File: src/dsi_pkg.sv
// Package for the discrete Sibson interpolator: sizes, codes, command and
// status structures shared by the controller, the datapath and the top level.
// Depends on nothing.
package dsi_pkg;

  localparam int MAX_NODES  = 256;
  localparam int MAX_AXIS   = 16;
  localparam int NODE_AW    = $clog2(MAX_NODES);
  localparam int NODE_CW    = NODE_AW + 1;
  localparam int AXIS_W     = $clog2(MAX_AXIS);
  localparam int SIZE_W     = 5;
  localparam int CELLS      = MAX_AXIS * MAX_AXIS * MAX_AXIS;
  localparam int CELL_W     = $clog2(CELLS);
  localparam int CNT_W      = CELL_W + 1;
  localparam int Q_FRAC     = 4;
  localparam int COORD_W    = AXIS_W + Q_FRAC;
  localparam int VAL_W      = 32;
  localparam int SUM_W      = 45;
  localparam int DIFF_W     = COORD_W + 2;
  localparam int SQ_W       = 2 * COORD_W;
  localparam int DIST_W     = SQ_W + 2;
  localparam int RAD_SHIFT  = 2 * Q_FRAC;
  localparam int NODE_W     = 3 * COORD_W + VAL_W;
  localparam int GRID_W     = SUM_W + CNT_W;
  localparam int CFG_IDX_W  = 2;
  localparam int DIV_STEP_W = $clog2(SUM_W);

  typedef enum logic [1:0] {
    KIND_LOAD = 2'd0,
    KIND_RUN  = 2'd1,
    KIND_READ = 2'd2
  } kind_e;

  localparam logic RES_RUN  = 1'b0;
  localparam logic RES_READ = 1'b1;

  localparam logic [CFG_IDX_W-1:0] REG_GRID_X = 2'd0;
  localparam logic [CFG_IDX_W-1:0] REG_GRID_Y = 2'd1;
  localparam logic [CFG_IDX_W-1:0] REG_GRID_Z = 2'd2;

  typedef enum logic [3:0] {
    S_CLEAR,
    S_IDLE,
    S_RD1,
    S_RD2,
    S_DIV,
    S_SRCH,
    S_LCALC,
    S_ACC,
    S_FIN
  } state_e;

  typedef struct packed {
    logic clr_en;
    logic srch_en;
    logic lcalc_en;
    logic acc_en;
    logic rd_cap;
    logic cell_next;
    logic fin_load;
    logic idle;
  } cmd_t;

  typedef struct packed {
    logic clr_done;
    logic total_zero;
    logic srch_done;
    logic l_done;
    logic acc_last;
    logic cell_last;
    logic div_busy;
    logic out_free;
  } sts_t;

  // Zero means one cell; anything above the grid limit saturates.
  function automatic logic [SIZE_W-1:0] axis_len(input logic [SIZE_W-1:0] r);
    logic [SIZE_W-1:0] n;
    if (r == '0) begin
      n = SIZE_W'(1);
    end else if (r > SIZE_W'(MAX_AXIS)) begin
      n = SIZE_W'(MAX_AXIS);
    end else begin
      n = r;
    end
    return n;
  endfunction

endpackage

File: src/dsi_ctrl.sv
// Controller state machine of the interpolator: sequences clearing, node
// search, radius search, window accumulation and cell reads. Depends on dsi_pkg.
module dsi_ctrl import dsi_pkg::*; (
  input  logic       clk_i,
  input  logic       rst_ni,
  input  logic       in_fire_i,
  input  logic [1:0] in_kind_i,
  input  sts_t       sts_i,
  output cmd_t       cmd_o,
  output logic       in_ready_o
);

  state_e state_q, state_d;
  logic   run_q, run_d;

  always_comb begin
    state_d = state_q;
    run_d   = run_q;
    unique case (state_q)
      S_CLEAR: begin
        if (sts_i.clr_done) begin
          run_d = 1'b0;
          if (!run_q) begin
            state_d = S_IDLE;
          end else if (sts_i.total_zero) begin
            state_d = S_FIN;
          end else begin
            state_d = S_SRCH;
          end
        end
      end
      S_IDLE: begin
        if (in_fire_i && in_kind_i == KIND_RUN) begin
          run_d   = 1'b1;
          state_d = S_CLEAR;
        end else if (in_fire_i && in_kind_i == KIND_READ) begin
          state_d = S_RD1;
        end
      end
      S_RD1:   state_d = S_RD2;
      S_RD2:   state_d = S_DIV;
      S_DIV: begin
        if (!sts_i.div_busy) state_d = S_FIN;
      end
      S_SRCH: begin
        if (sts_i.srch_done) state_d = S_LCALC;
      end
      S_LCALC: begin
        if (sts_i.l_done) state_d = S_ACC;
      end
      S_ACC: begin
        if (sts_i.acc_last) state_d = sts_i.cell_last ? S_FIN : S_SRCH;
      end
      S_FIN: begin
        if (sts_i.out_free) state_d = S_IDLE;
      end
      default: state_d = S_IDLE;
    endcase
  end

  always_comb begin
    cmd_o = '0;
    unique case (state_q)
      S_CLEAR: cmd_o.clr_en = 1'b1;
      S_IDLE:  cmd_o.idle = 1'b1;
      S_RD2:   cmd_o.rd_cap = 1'b1;
      S_SRCH:  cmd_o.srch_en = 1'b1;
      S_LCALC: cmd_o.lcalc_en = 1'b1;
      S_ACC: begin
        cmd_o.acc_en    = 1'b1;
        cmd_o.cell_next = sts_i.acc_last && !sts_i.cell_last;
      end
      S_FIN:   cmd_o.fin_load = sts_i.out_free;
      default: cmd_o = '0;
    endcase
  end

  assign in_ready_o = cmd_o.idle;

  always_ff @(posedge clk_i or negedge rst_ni) begin
    if (!rst_ni) begin
      state_q <= S_CLEAR;
      run_q   <= 1'b0;
    end else begin
      state_q <= state_d;
      run_q   <= run_d;
    end
  end

endmodule

File: config.mk
export PLATFORM = sky130hd
export DESIGN_NAME = dsi_ctrl
export DESIGN_NICKNAME = d
export VERILOG_FILES = /design/src/dsi_pkg.sv /design/src/dsi_ctrl.sv
export SDC_FILE = /design/constraint.sdc
export NUM_CORES = 1
export LEC_CHECK = 0
export BUFFER_PORTS_ARGS = -buffer_cell sky130_fd_sc_hd__buf_2
export CORE_MARGIN = 5
export CORE_UTILIZATION = 30
export CTS_CLUSTER_DIAMETER = 50
export CTS_CLUSTER_SIZE = 24
export DETAILED_ROUTE_END_ITERATION = 10
export PLACE_DENSITY_LB_ADDON = 0.25
export RECOVER_POWER = 50
export SYNTH_ARGS = -nofsm -noshare
export SYNTH_HDL_FRONTEND = slang
export SYNTH_SLANG_ARGS = --single-unit
export TNS_END_PERCENT = 50
File: constraint.sdc
create_clock -name clk_i -period 2.35 [get_ports clk_i]
set_input_delay 0.1175 -clock clk_i [delete_from_list [all_inputs] [get_ports clk_i]]
set_output_delay 0.1175 -clock clk_i [all_outputs]
set_load 0.02 [all_outputs]
; After elaboration in Yosys (flattened, before gate mapping)
; Cells that the tools add are included.
[totals]
rom_bits = 0
register_bits = 5
output_inout_bits = 9
latchBits = 0
word_cells = 51
n_memories = 0
ramBits = 0
input_bits = 13
[classes]
shift = 0
n_mux = 23
mul = 0
div_mod_pow = 0
eq_ne = 18
reduce_logical = 8
magnitude_cmp = 0
n_bitwise = 0
add_sub_neg = 0
[ops]
columns = op, count
row1 = two-way mux 4 bit, 11
row2 = one-hot mux 4 bit (9 select lines), 1
row3 = "equality test 4 x 3 -> 1 bit, second input constant", 4
row4 = "!= test 2 bit, second input constant", 7
row5 = two-way mux 1 bit, 10
row6 = "equality test 4 x 2 -> 1 bit, second input constant", 2
row7 = AND reduction 7 bit, 1
row8 = "equality test 4 x 1 -> 1 bit, second input constant", 1
row9 = "equality test 4 bit, second input constant", 1
row10 = logical NOT 4 bit, 1
row11 = logical AND 1 bit, 3
row12 = "!= test 3 bit, second input constant", 1
row13 = AND reduction 3 bit, 1
row14 = "equality test 2 x 1 -> 1 bit, second input constant", 1
row15 = "equality test 2 bit, second input constant", 1
row16 = one-hot mux 1 bit (2 select lines), 1
row17 = nonzero test 2 bit, 1
row18 = logical NOT 1 bit, 1

; Depth between registers and ports, before layout
; Gate-level depths: netlist of run 1.
[depth]
word_depth = 5
ltp_mapped = 6
depth_no_buf = 4

; Worst setup path before layout of run 1
; No wires, ideal clock.
[synth_timing]
kind = register -> register
start = register state_q[1]
end = register state_q[3]
path_buffers = 1
setup_slack_ps = 622
synth_period_minus_slack_ps = 1728
stages_incl_launch_ff = 6
t_arrival_ps = 1600
setup_ps = 128
required_ps = 2222
path_cell_list = dfrtp_1 -> buf_4 -> nor4b_2 -> a2bb2oi_2 -> a21oi_1 -> mux2_1
[synth_between]
elab_chain_len = 3
elab_cells_between_ends = 18
cone_classes = eq/ne: 15 / mux: 1 / reduce/logical: 2
[synth_rtl]
columns = element, line
row1 = start: declaration, dsi_ctrl.sv:13  ; state_e state_q, state_d;
row2 = start signal: assignment, dsi_ctrl.sv:85  ; state_q <= state_d;
row3 = "equality test 4 x 1 -> 1 bit, or another cell as far along", dsi_ctrl.sv:19  ; unique case (state_q)
row4 = != test 3 bit (no line) / != test 2 bit (equally long branches), --
row5 = AND reduction 7 bit (no line), --
; Several ways; a longest one is shown, not always the timed one.
; A chain may end at the register's enable or synchronous reset.

; Final worst setup path of run 1
[layout_timing]
start = register state_q[1]
end = register state_q[0]
; The elaborated chain is that of the path after synthesis.

==> results.cfg, run 1 <==
[clock_tree]
cts.sink_count = 5
post_cts.repair.setup_buffers = 0
clk-insertion-delay-late_ns = 0.24
numCtsBuffers = 3
cts.path.max_buffers = 2
htree_num_levels = 1
cts_tree = yes
clockRootBuffer = sky130_fd_sc_hd__clkbuf_4
reg_clk_slew_reported_paths_ns = 0.04
ctsHoldBuffers = 1
post_cts_resized = 0

[floorplanning]
dieArea_um2 = 2510
floorplan.die.height_um = 50.1
die_width_um = 50.1
design.core.area_um2 = 1510
io_pins = 22
placement_rows = 14
initial_core_util = 0.320

[worst_hold_path]
min-delay-path-class = input pin to flop

[placement]
port-buffer-count = 21
post-place-cells = 88
place.detailed.hpwl_um = 944
routability_congestion_estimate_from_global_placement = 0.825
dpl_worst_slack_ns = 0.611

[pwr]
portion_of_total_power_attributed_to_the_clock_network = 0.131
leakage_power_nw = 0.279
pwr_density_cell_nw_per_um2 = 1210
power_share_of_the_combinational_group = 0.585
seq_power_share = 0.284
swShare = 0.481
total_power_w = 0.000729
ir_worst_vdd_mv = 0.409
p_int_w = 0.000378
power_switching_w = 0.000351

[route]
detail_route_met2_wl_um = 552
number_of_iterations_in_the_first_detailed_routing_pass = 2
routed-via-count = 500
drtAntennaViolNets = 0
wirelength_um = 1140
dr.first_iter.drc_count = 1
wirelength_met1_um = 498
post-route-drc-count = 0
wl_per_cell_um = 12.3
route.top_layer_used = met4
met3_wirelength_um = 84
vias_per_cell = 5.38

[logic_synthesis]
ys_ff_latch = 5
part_of_the_yosys_area_used_for_sequential_elements = 0.260
synth-async-reset-ratio = 1.00
synthesis.instances = 57
synth_flop_cell = sky130_fd_sc_hd__dfrtp_1
synth_edf_count = 0
synth_area_um2 = 482
mappedNetlistNets = 70
synth.avg_cell_area_um2 = 8.45
yosys_warnings = 0
netlist-cell-type-count = 32

[timing]
share_of_the_clock_period_used_by_the_worst_path = 0.742
setup_viol = 0
post-route-min-period_ns = 1.74
final_critical_path_setup_slack_ns = 0.607
final-hold-violation-count = 0
setup_repair_after_global_routing_missed_its_margin = no
tns_ns = 0
tightest_slew_ns = 0.518
maxSlewViolCount = 0
timing.clock.skew_ns = 0.000408
worst_slew_margin_rel = 0.650
clock.fmax_mhz = 574

[cells_and_area]
layout-area-overhead-vs-synth_pct = 24.7
layout-drive-gt1-share = 0.312
n_antenna_cell = 0
layout.core_utilization = 0.399
fin_cells = 93
finish.net_count = 91

[critical_path]
worstSetupPathType = flop to flop
worst-endpoint-arrival_ns = 1.86
crit_path_end_kind = flop
cp_bufs_invs = 1
critical_path.startpoint_type = flop
worst_path_max_delay_cell = sky130_fd_sc_hd__mux4_2
required_ns = 2.46
worst-path-max-fanout = 8
timing.critical_path.slowest_cell_delay_ns = 0.51
cp_cell_sequence = inv_2 -> mux4_2 -> o21ai_2 -> mux2_1
timing.critical_path.max_delay_family = multiplexers

[grt]
grt_first_pass_wirelength_um = 1990
groute.usage.overall = 0.101
grt_pass1_vias = 466
grt_start_max_net_pins = 14
initial_antenna_violation_count = 0
grt.overflow.total = 0

[status]
result_of_the_run = finished clean

[flow_run]
drv.max_cap_violation_count = 0
==> registers in the layout, summed over array words and instances (netlist names) <==
register / flops
state_q: 4
run_q: 1
==> kinds of logic (layout without fill, tap and decap cells) <==
logic type	after synthesis	in the layout	share of synthesized area
AND/OR/NAND/NOR	25	25	0.312
AO/OA/AOI/OAI	13	13	0.208
buffers and inverters	9	29	0.0883
flip-flops	5	5	0.260
multiplexers	4	4	0.114
XOR/XNOR	1	1	0.0182
==> power groups by stage <==
stage / Combinational, W / Clock [W] / Sequential, W
after floorplan: 0.000422 / 0 / 0.000147
after global placement: 0.000441 / 0 / 0.000212
after detailed placement: 0.000435 / 0 / 0.000211
after CTS: 0.000438 / 0.000101 / 0.000209
after global routing: 0.000479 / 0.000104 / 0.000222
final: 0.000427 / 0.0000955 / 0.000207
==> final timing paths <==
| check | from | end | slack [ns] | cells past startpoint |
|---|---|---|---|---|
| max | state_q[1] | state_q[0] | 0.61 | 4 |
| max reg2reg | state_q[1] | state_q[0] | 0.61 | 4 |
| min reg2reg | run_q | run_q | 0.57 | 1 |
| min | sts_i[7] | run_q | 0.07 | 2 |
| min in group asynchronous | rst_ni | state_q[2] | 0.27 | 2 |
| max in group asynchronous | rst_ni | state_q[1] | 1.87 | 2 |
==> synth_stat cells (2+ instances only) <==
cell type                  count  area, um2
sky130_fd_sc_hd__nand2b_1      3       18.8
sky130_fd_sc_hd__dfrtp_1       5        125
sky130_fd_sc_hd__mux2_1        2       22.5
sky130_fd_sc_hd__nor3_1        6       30.0
sky130_fd_sc_hd__o21ai_0       4       20.0
sky130_fd_sc_hd__nand4_1       2       12.5
sky130_fd_sc_hd__nand3b_1      2       15.0
sky130_fd_sc_hd__nor2_1        3       11.3
sky130_fd_sc_hd__buf_4         2       15.0
sky130_fd_sc_hd__nand2_1       3       11.3
sky130_fd_sc_hd__inv_1         2       7.51
sky130_fd_sc_hd__clkbuf_1      3       11.3
==> through the flow <==
| step | hold WS, ns | instance area (um2) |
|---|---|---|
| 5_1_grt | 0.0798 | 601 |
| 3_3_place_gp | -0.0636 | 576 |
| 3_5_place_dp | -0.0629 | 576 |
| 4_1_cts | 0.0646 | 612 |
| 6_report | 0.0734 | 601 |
| 2_1_floorplan | -0.178 | 482 |
==> per-layer routing <==
metal / vias to the layer above / GRT usage
li1: 256 / -
met1: 231 / 0.118
met2: 11 / 0.155
met3: 2 / 0.0422
met4: 0 / 0.0524
met5: - / 0
==> layout make-up <==
type	instances	area (um2)
flip-flops and latches	5	125
fillers	166	906
clock buffers	4	26.3
multi-input cells	43	308
well taps	16	20.0
inverters	3	11.3
repair buffers	22	110
==> placed cells by master, fill, tap and decap left out, types with 2 or more instances in the layout <==
| master | instances |
|---|---|
| sky130_fd_sc_hd__buf_2 | 17 |
| sky130_fd_sc_hd__nor3_1 | 6 |
| sky130_fd_sc_hd__clkbuf_1 | 5 |
| sky130_fd_sc_hd__dfrtp_1 | 5 |
| sky130_fd_sc_hd__o21ai_0 | 4 |
| sky130_fd_sc_hd__nand2b_1 | 3 |
| sky130_fd_sc_hd__nand2_1 | 3 |
| sky130_fd_sc_hd__nor2_1 | 3 |
| sky130_fd_sc_hd__clkbuf_4 | 3 |
| sky130_fd_sc_hd__inv_1 | 2 |
| sky130_fd_sc_hd__nand3b_1 | 2 |
| sky130_fd_sc_hd__nand4_1 | 2 |
| sky130_fd_sc_hd__mux2_1 | 2 |
Note: power is estimated with default switching activity, not from simulation.
==> inputs of run 2 (changes only) <==
==> constraint.sdc (replaced) <==
create_clock -name clk_i -period 1.8 [get_ports clk_i]
set_input_delay 0.09 -clock clk_i [delete_from_list [all_inputs] [get_ports clk_i]]
set_output_delay 0.09 -clock clk_i [all_outputs]
set_load 0.02 [all_outputs]
==> results.cfg, run 2 (synthesis results as in run 1) <==
[status]
result_of_the_run = finished clean

[pwr]
power_switching_w = 0.000494
power_share_of_the_combinational_group = 0.663
ir_worst_vdd_mv = 0.515
portion_of_total_power_attributed_to_the_clock_network = 0.125
leakage_power_nw = 0.311
pwr_density_cell_nw_per_um2 = 1640
p_int_w = 0.000573
seq_power_share = 0.212
swShare = 0.463
total_power_w = 0.00107

[cells_and_area]
final_cell_mix = 17 x sky130_fd_sc_hd__buf_2, 6 x sky130_fd_sc_hd__nor3_1, 6 x sky130_fd_sc_hd__buf_4
layout-drive-gt1-share = 0.373
n_antenna_cell = 0
layout-area-overhead-vs-synth_pct = 35.3
fin_cells = 99
finish.net_count = 97
largest_register_ff_count = 4
largest_registers = state_q (4), run_q (1)
fill_cells = 155
max_flop_register = state_q
mostFrequentLayoutCell = sky130_fd_sc_hd__buf_2

[critical_path]
cp_bufs_invs = 1
crit_path_end_kind = flop
r2r.worst_path.cells = 4
worstSetupPathType = flop to flop
flop2flop_setup_slack_ns = 0.09
timing.critical_path.slowest_cell_delay_ns = 0.52
worstSetupStartpoint = state_q[1]
critical_path.startpoint_type = flop
regToRegEndpoint = state_q[0]
start_of_the_worst_register_to_register_path = state_q[1]
worst-endpoint-arrival_ns = 1.83
cp_cell_sequence = inv_2 -> mux4_2 -> o21ai_2 -> mux2_1
worst-path-max-fanout = 5
timing.critical_path.max_delay_family = multiplexers
required_ns = 1.92
worst_path_max_delay_cell = sky130_fd_sc_hd__mux4_2

[timing]
worst_slew_margin_rel = 0.721
tns_ns = 0
clock.fmax_mhz = 586
final-hold-violation-count = 0
timing.clock.skew_ns = 0.00301
post-route-min-period_ns = 1.71
maxSlewViolCount = 0
share_of_the_clock_period_used_by_the_worst_path = 0.948
tightest_slew_ns = 0.407
setup_repair_after_global_routing_missed_its_margin = no
setup_viol = 0

[route]
number_of_iterations_in_the_first_detailed_routing_pass = 4
post-route-drc-count = 0
wl_per_cell_um = 13.3
dr.first_iter.drc_count = 9
vias_per_cell = 5.30
drtAntennaViolNets = 0
wirelength_um = 1310
routed-via-count = 525

[grt]
grt_pass1_vias = 506
grt_start_max_net_pins = 11
groute.usage.overall = 0.108
grt.overflow.total = 0
grt_first_pass_wirelength_um = 2090
initial_antenna_violation_count = 0

[worst_hold_path]
min_path_cells = 2
min-delay-path-class = input pin to flop
timing.hold.worst.start = sts_i[7]
hold_end = run_q

[clock_tree]
clockRootBuffer = sky130_fd_sc_hd__clkbuf_4
cts.sink_count = 5
numCtsBuffers = 3
clk-insertion-delay-late_ns = 0.24
post_cts.repair.setup_buffers = 0
htree_num_levels = 1
cts_tree = yes
cts.path.max_buffers = 2
reg_clk_slew_reported_paths_ns = 0.05

[placement]
routability_congestion_estimate_from_global_placement = 0.865
port-buffer-count = 21
place.detailed.hpwl_um = 1110
post-place-cells = 94

[flow_run]
drv.max_cap_violation_count = 0

[floorplanning]
placement_rows = 14
die_width_um = 50.1
floorplan.die.height_um = 50.1
design.core.area_um2 = 1510
io_pins = 22
initial_core_util = 0.320
dieArea_um2 = 2510
## run 2: changes by cell type in the layout (fill, tap and decap cells not counted)
cell	change
sky130_fd_sc_hd__buf_4	+6
sky130_fd_sc_hd__nor4b_1	-1
sky130_fd_sc_hd__nor4b_2	+1
## run 2: cell type report
class / instances / area (um2) / share of cell area
clock buffers: 4 / 26.3 / 0.0403
multi-input cells: 43 / 314 / 0.482
well taps: 16 / 20.0 / 0.0307
repair buffers: 28 / 155 / 0.238
inverters: 3 / 11.3 / 0.0173
flip-flops and latches: 5 / 125 / 0.192
## run 2: how the worst max path moves through the flow
| stage | slack (ns) | end | depth (start not counted) |
|---|---|---|---|
| floorplan | 0.07 | state_q[3] | 5 |
| global placement | 0.14 | state_q[3] | 4 |
| detailed placement | 0.1 | state_q[0] | 4 |
| CTS | 0.09 | state_q[0] | 4 |
| global route | 0.01 | cmd_o[7] | 4 |
| finish | 0.09 | state_q[0] | 4 |
## run 2: repair_timing
action,4_1_cts,5_1_grt
resized for setup,0,0
hold endpoints to repair,5,0
hold buffers,1,0
## run 2: metrics by stage
step / instance area (um2) / setup WS [ns] / hold WS, ns / utilization
floorplan: 482 / 0.0720 / -0.206 / -
global placement: 621 / 0.137 / -0.0897 / 0.412
finish: 652 / 0.0942 / 0.0308 / 0.433
CTS: 657 / 0.0890 / 0.0248 / 0.436
global route: 652 / 0.0113 / 0.0387 / 0.433
detailed placement: 621 / 0.0990 / -0.0902 / 0.412
## run 2: power by group through the flow
stage,Combinational [W],Clock (W),Sequential (W)
after floorplan,0.000551,0,0.000191
after global placement,0.000721,0,0.000227
after detailed placement,0.000712,0,0.000227
after CTS,0.000719,0.000140,0.000226
after global routing,0.000779,0.000146,0.000235
final,0.000708,0.000133,0.000227
## run 2: routing by layer
layer | GRT usage | routed length (um) | share of wire | up-vias
met5 | 0 | 0 | 0 | -
met4 | 0.0830 | 13 | 0.0099 | 0
met3 | 0.0271 | 83 | 0.063 | 2
met2 | 0.176 | 675 | 0.51 | 11
met1 | 0.116 | 540 | 0.41 | 252
li1 | - | - | - | 260
